[src/hdl/soa_ram.sv]
// soa_ram: simple dual-port synchronous ram, one write and one registered read
// no dependencies
`timescale 1ns / 1ps
`default_nettype none
module soa_ram #(
  parameter int unsigned Width = 8,
  parameter int unsigned Depth = 16
) (
  input  wire logic                     clk_i,
  input  wire logic                     we_i,
  input  wire logic [$clog2(Depth)-1:0] waddr_i,
  input  wire logic [Width-1:0]         wdata_i,
  input  wire logic [$clog2(Depth)-1:0] raddr_i,
  output logic      [Width-1:0]         rdata_o
);
  logic [Width-1:0] mem_q [Depth];

  always_ff @(posedge clk_i) begin
    if (we_i) begin
      mem_q[waddr_i] <= wdata_i;
    end
    rdata_o <= mem_q[raddr_i];
  end
endmodule
`default_nettype wire

[config.mk]
export PLATFORM = sky130hd
export DESIGN_NAME = soa_ram
export DESIGN_NICKNAME = d
export VERILOG_FILES = /design/src/hdl/soa_ram.sv
export SDC_FILE = /design/constraint.sdc
export NUM_CORES = 1
export LEC_CHECK = 0
export BUFFER_PORTS_ARGS = -buffer_cell sky130_fd_sc_hd__buf_4
export CAP_MARGIN = 40
export CORE_ASPECT_RATIO = 1.1
export CORE_MARGIN = 4
export CORE_UTILIZATION = 35
export CTS_CLUSTER_SIZE = 16
export DETAILED_ROUTE_END_ITERATION = 10
export MAX_ROUTING_LAYER = met4
export PLACE_DENSITY = 0.58
export SETUP_SLACK_MARGIN = 0.15
export SLEW_MARGIN = 20
export SYNTH_ARGS = -nofsm -noshare
export SYNTH_HDL_FRONTEND = slang
export SYNTH_SLANG_ARGS = --single-unit
[constraint.sdc]
create_clock -name clk_i -period 1.95 [get_ports clk_i]
set_input_delay 0.39 -clock clk_i [delete_from_list [all_inputs] [get_ports clk_i]]
set_output_delay 0.39 -clock clk_i [all_outputs]
set_load 0.005 [all_outputs]
# Word level (Yosys, flattened, before mapping)
# Memories as Yosys holds them, arrays and structs flattened. A register that Yosys moved wholly into a read port is not among the register bits.
# Index checks and enable logic that the tools add are counted.
[word_totals]
regBits = 0
latch_bits = 0
ramBits = 128
mem_bits_ro = 0
out_inout_bits = 8
memories = 1
[mem_list]
columns = ["memory", "words", "width", "read_ports", "rd_clocked_by_memory_dff", "wr", "line_no", "rtl"]
rows = [
  ["mem_q", 16, 8, 1, 1, 1, "16", "logic [Width-1:0] mem_q [Depth];"],
]
[op_classes]
addsub = 0
multipliers = 0
div_mod_pow = 0
order_cmp = 0
eq_ne = 0
shift = 0
n_mux = 2
n_bitwise = 0
reduce_logical = 0
[op_table]
columns = ["operator", "n"]
rows = [
  ["$mux W1", 2],
]

# Depth between registers and ports, before layout
# Gate-level depths: netlist (run 1).
[depth]
word_depth = 2
mapped_depth = 5
ltp_nobuf = 3

# Worst setup path after synthesis (run 1)
# No wires, ideal clock.
[synth_path]
path_type = "input-to-reg"
startpoint = "input waddr_i[2]"
endpoint = "memory mem_q[0][0] (enable)"
arrival_ns = 1.500
slack_ns = 0.067
cell_stages = 2
path_buffers = 0
path_cell_list = "or3b_2 nor3_1"
[synth_rtl]
columns = ["element", "line_no", "rtl"]
rows = [
  ["from (decl)", "11", "input wire logic [$clog2(Depth)-1:0] waddr_i,"],
  ["to (decl)", "16", ""],
]
# Straight into the memory's write port.

==> flow_metrics.tcl, run 1 <==
set metrics [dict create \
    ys_types 19 \
    hp-class "input port to flip-flop" \
    grt_pass1_vias 2631 \
    cp.arrival_ns 1.67 \
    firstDrtPassIters 4 \
    vias_per_cell 4.95 \
    r2r_start "mem_q[8][3]" \
    worst-endpoint-required_ns 2.25 \
    slew_headroom 0.707 \
    crit_path_max_incr_delay_ns 0.56 \
    die_w_um 124 \
    p_leak_nw 2.15 \
    crit_type "input port to flip-flop" \
    syn-instance-count 229 \
    max_freq_mhz 731 \
    gp_congestion 0.740 \
    postPlaceCellArea_mm2 0.00574 \
    fin_area_mm2 0.00629 \
    track_usage 0.138 \
    final_nets 309 \
    drt_iter0_drc 140 \
    final_common_cell "edfxtp_1" \
    cts.sinks 136 \
    ir_drop_mv 0.450 \
    drive_gt1_frac 0.336 \
    fin_crit_ns 1.37 \
    hpwlAfterDp_um 6510 \
    drv_slew 0 \
    rrSetupSlack_ns 0.62 \
    cts_resized 0 \
    syn_nets 247 \
    clockRootBuffer "clkbuf_16" \
    ys_warn_count 0 \
    syn_avg_cell_area_um2 22.5 \
    avgRoutedWirePerCell_um 20.5 \
    rsz0062_at_grt "no" \
    setup_tns_ns 0 \
    grt_max_degree 17 \
    worstSetupStartpointType "input port" \
    clkTransAtPathRegs_ns 0.06 \
    powerDensity_mw_per_mm2 1040 \
    status "completed" \
    clock_latency_ns 0.41 \
    die_y_um 135 \
    min_to "mem_q[12][3]" \
    holdPathStages 1 \
    worstRegToRegCells 3 \
    final_hold_viol_count 0 \
    ys_seq_elements 136 \
    remaining_drc_errors 0 \
    grt_pass1_wl_um 15700 \
    crit_path_end_kind "flip-flop" \
    cts_buffers 17 \
    fp.coreArea_mm2 0.0144 \
    rr_endpoint "rdata_o[3]" \
    io_pins 26 \
    area_delta_synth_final_pct 22.2 \
    tightest_slew_ns 0.440 \
    insertedDiodeCount 0 \
    clk_path_buf_depth 2 \
    ctsHoldBuffers 0 \
    setup-violations-final 0 \
    design.die.area_mm2 0.0167 \
    drtAntennaViolNets 0 \
    path_max_fanout 8 \
    worst_path_max_delay_cell "mux4_1" \
    post_cts_buffers 0 \
    start_util 0.356 \
    finish.utilization 0.436 \
    startpoint "raddr_i[0]" \
    min_from "wdata_i[3]" \
    totalWireLength_um 10200 \
    grt.overflow.total 0 \
    synth.yosys.seq_area_share 0.778 \
    antenna_found_initial 0 \
    worst_path_most_repeated_cell "buf_4" \
    synth_area_mm2 0.00515 \
    period_share 0.701 \
    cp_cell_sequence "buf_4, buf_4, mux4_1, a22oi_1, nand2_1" \
    critical-path-top-delay-family "multiplexers" \
    num_vias 2454 \
    final_cell_mix "edfxtp_1, buf_4, mux4_2, clkbuf_16, a22oi_1" \
    finClkSkew_ns 0.00518 \
    rows 46 \
    cts_tree "yes" \
    cap_violations 0 \
    port_buffers 25 \
    cts-htree-levels 4 \
    cp.buffers_inverters 2 \
]
-- metrics by stage --
stage	total power [W]	hold slack (ns)	cells	setup WS (ns)
2_1_floorplan	0.00351	0.489	229	0.294
3_3_place_gp	0.00368	0.657	464	0.128
3_5_place_dp	0.00369	0.660	464	0.132
4_1_cts	0.00664	0.273	496	0.575
5_1_grt	0.00679	0.289	496	0.498
6_report	0.00656	0.288	496	0.583
-- synth_stat cells (all sizes together) --
master         number  area, um2
dfxtp               8        160
nor3                4       20.0
clkdlybuf4s25       3       30.0
edfxtp            128       3840
nand2b              2       12.5
mux4               32        773
and2                1       6.26
nand2               9       33.8
buf                 7       56.3
nor2               13       48.8
nand3b              2       15.0
nor2b               1       6.26
and2b               1       7.51
or3b                1       8.76
a22oi              16        120
nand3               1       5.00
-- worst register-to-register path, stage by stage, from the launching register on --
cell and delay (ns):
edfxtp_1 0.36, mux4_1 0.49, a22oi_1 0.26, nand2_1 0.10
-- worst max path at each step --
stage / cells after the start / to / slack (ns)
after global placement: 5 / rdata_o[1] / 0.13
after floorplan: 2 / mem_q[3][0] / 0.29
after detailed placement: 5 / rdata_o[2] / 0.13
after CTS: 5 / rdata_o[2] / 0.57
after global routing: 5 / rdata_o[2] / 0.50
final: 5 / rdata_o[2] / 0.58
-- state kept, by name, indices dropped and copies added, names as in the netlist --
register,count
rdata_o,8
mem_q,128
-- routing by layer --
layer | vias up | share of wire | global-route usage
met3 | 14 | 0.043 | 0.0393
met4 | 0 | 0.014 | 0.0560
met1 | 1293 | 0.48 | 0.191
li1 | 1095 | - | -
met2 | 52 | 0.46 | 0.194
met5 | - | 0 | -
-- cell type report --
type                    count  area, um2
clock buffers              22        474
clock inverters            10       76.3
fillers                  1218       8150
multi-input cells          83       1060
flip-flops and latches    136       4000
well taps                 192        240
repair buffers             53        435
-- report_power, final --
group	switching (W)	leakage (nW)	internal (W)
Clock	0.00111	0.277	0.00183
Sequential	0.0000212	1.22	0.00327
Combinational	0.000170	0.652	0.000164
Total	0.00130	2.15	0.00526
-- logic make-up after synthesis --
kind of cell,count (synthesis),synth area share
compound gates,16,0.0233
mux,32,0.150
buf+inv,10,0.0168
simple gates,35,0.0318
flops,136,0.778
Note: power is estimated with default switching activity, not from simulation.
==> run 2, diff against run 1 <==
- PLACE_DENSITY: 0.58 -> 0.56
- clock period: 1.95 -> 1.3 ns (I/O delays scaled with it)
==> run 2 against run 1 <==
  * Final cell count grew 1.0%
  * Final area grew 4.6%
  * Routed wire length grew 1.8%
  * Non-clock buffer count grew 6
  * Core utilization grew 2.0 points
  * Sequential share of layout area shrank 2.8 points
  * Sequential power grew 50%
  * Combinational power grew 80%
  * Clock skew grew 0.0022 ns
  * Via count shrank 1.9%
  * Hold slack lost 0.13 ns
  * Register-to-register slack lost 0.57 ns
  * Largest cell class unchanged
  * Highest routed layer unchanged
==> flow_metrics.tcl, run 2 (synthesis gave the netlist of run 1 again) <==
set metrics [dict create \
    status "completed" \
    tightest_slew_ns 0.815 \
    num_vias 2408 \
    path_max_fanout 1 \
    port_buffers 25 \
    worst-endpoint-required_ns 1.60 \
    grt-busiest-layer "met2" \
    firstDrtPassIters 4 \
    grt_max_degree 20 \
    finClkSkew_ns 0.00733 \
    area_delta_synth_final_pct 27.9 \
    top_register "mem_q" \
    rows 46 \
    grt_use_met3 0.0384 \
    clock_latency_ns 0.41 \
    design.die.area_mm2 0.0167 \
    worst_path_max_delay_cell "mux4_2" \
    period_share 0.964 \
    ir_drop_mv 0.939 \
    multi_input_area_mm2 0.00112 \
    hpwlAfterDp_um 7040 \
    reg_top3 "mem_q: 128 flops, rdata_o: 8 flops" \
    cts_tree "yes" \
    die_y_um 135 \
    setup_tns_ns 0 \
    insertedDiodeCount 0 \
    cap_violations 0 \
    gr-usage-met2 0.210 \
    final_hold_viol_count 0 \
    start_util 0.356 \
    gp_congestion 0.728 \
    vias_per_cell 4.81 \
    avgRoutedWirePerCell_um 20.6 \
    crit_type "flip-flop to flip-flop" \
    grt.overflow.total 0 \
    max_freq_mhz 798 \
    p_leak_nw 2.18 \
    powerDensity_mw_per_mm2 1500 \
    final_cell_mix "edfxtp_1, buf_4, mux4_2, buf_12, clkbuf_16" \
    grt_pass1_vias 2610 \
    rsz0062_at_grt "yes" \
    fin_area_mm2 0.00658 \
    io_pins 26 \
    clkTransAtPathRegs_ns 0.06 \
    cp.arrival_ns 1.55 \
    grt_pass1_wl_um 16200 \
    setup-violations-final 0 \
    cp_cell_sequence "mux4_2, a22oi_2, nand2_1" \
    seqCellArea_mm2 0.00401 \
    track_usage 0.142 \
    fin_crit_ns 1.25 \
    grt_util_met1 0.189 \
    drt_iter0_drc 283 \
    ctsHoldBuffers 0 \
    fp.coreArea_mm2 0.0144 \
    clk_path_buf_depth 2 \
    post_cts_buffers 0 \
    clockRootBuffer "clkbuf_16" \
    drive_gt1_frac 0.447 \
    slew_headroom 0.455 \
    cts.sinks 136 \
    postPlaceCellArea_mm2 0.00601 \
    crit_path_end_kind "flip-flop" \
    cts_buffers 17 \
    cts-htree-levels 4 \
    hp-class "input port to flip-flop" \
    final_nets 315 \
    remaining_drc_errors 0 \
    totalWireLength_um 10300 \
    drtAntennaViolNets 0 \
    worstSetupStartpointType "flip-flop" \
    largest_reg_flops 128 \
    fillCellCount 1226 \
    antenna_found_initial 0 \
    die_w_um 124 \
    drv_slew 0 \
    final_common_cell "edfxtp_1" \
    crit_path_max_incr_delay_ns 0.49 \
]
## run 2: layer usage
metal | up-vias | share of wire
met5 | - | 0
met4 | 0 | 0.012
met3 | 11 | 0.051
met2 | 62 | 0.49
met1 | 1239 | 0.44
li1 | 1096 | -
## run 2: worst paths after layout
kind                                   from          end  slack, ns  depth (start not counted)
worst max-delay path            mem_q[2][6]   rdata_o[6]       0.05                          3
worst min-delay path             wdata_i[2]  mem_q[5][2]       0.15                          1
worst max register to register  mem_q[2][6]   rdata_o[6]       0.05                          3
worst min register to register  mem_q[7][0]   rdata_o[0]       0.68                          3
## run 2: critical path: cells and delay by family (launching register included)
kind / cells / cell delay, ns
AOI/OAI and AO/OA: 1 / 0.22
DFF: 1 / 0.36
muxes: 1 / 0.49
and+or+nand+nor: 1 / 0.07
## run 2: timing repair
item / in CTS / in global routing
gates resized for setup: 11 / 1
setup endpoints to repair: 10 / 10
pin swaps: 3 / 1
## run 2: layout make-up
cell class / count / area share
clock inverter: 5 / 0.00760
timing repair buffer: 59 / 0.105
sequential: 136 / 0.609
multi-input combinational: 83 / 0.170
clock buffer: 26 / 0.0728
tap: 192 / 0.0365
## run 2: power by group
part           switching (W)  internal [W]
Clock                0.00161       0.00270
Combinational       0.000291      0.000309
Sequential         0.0000309       0.00491
Total                0.00193       0.00792
## run 2: metrics by stage
stage,cells,setup slack [ns],power [W],util,hold WS (ns)
finish,501,0.0472,0.00985,0.456,0.155
floorplan,229,-0.0630,0.00530,-,0.359
CTS,501,0.0351,0.00994,0.455,0.144
detailed placement,470,-0.360,0.00562,0.416,0.581
global placement,470,-0.347,0.00561,0.416,0.568
global route,501,-0.0189,0.0102,0.456,0.158
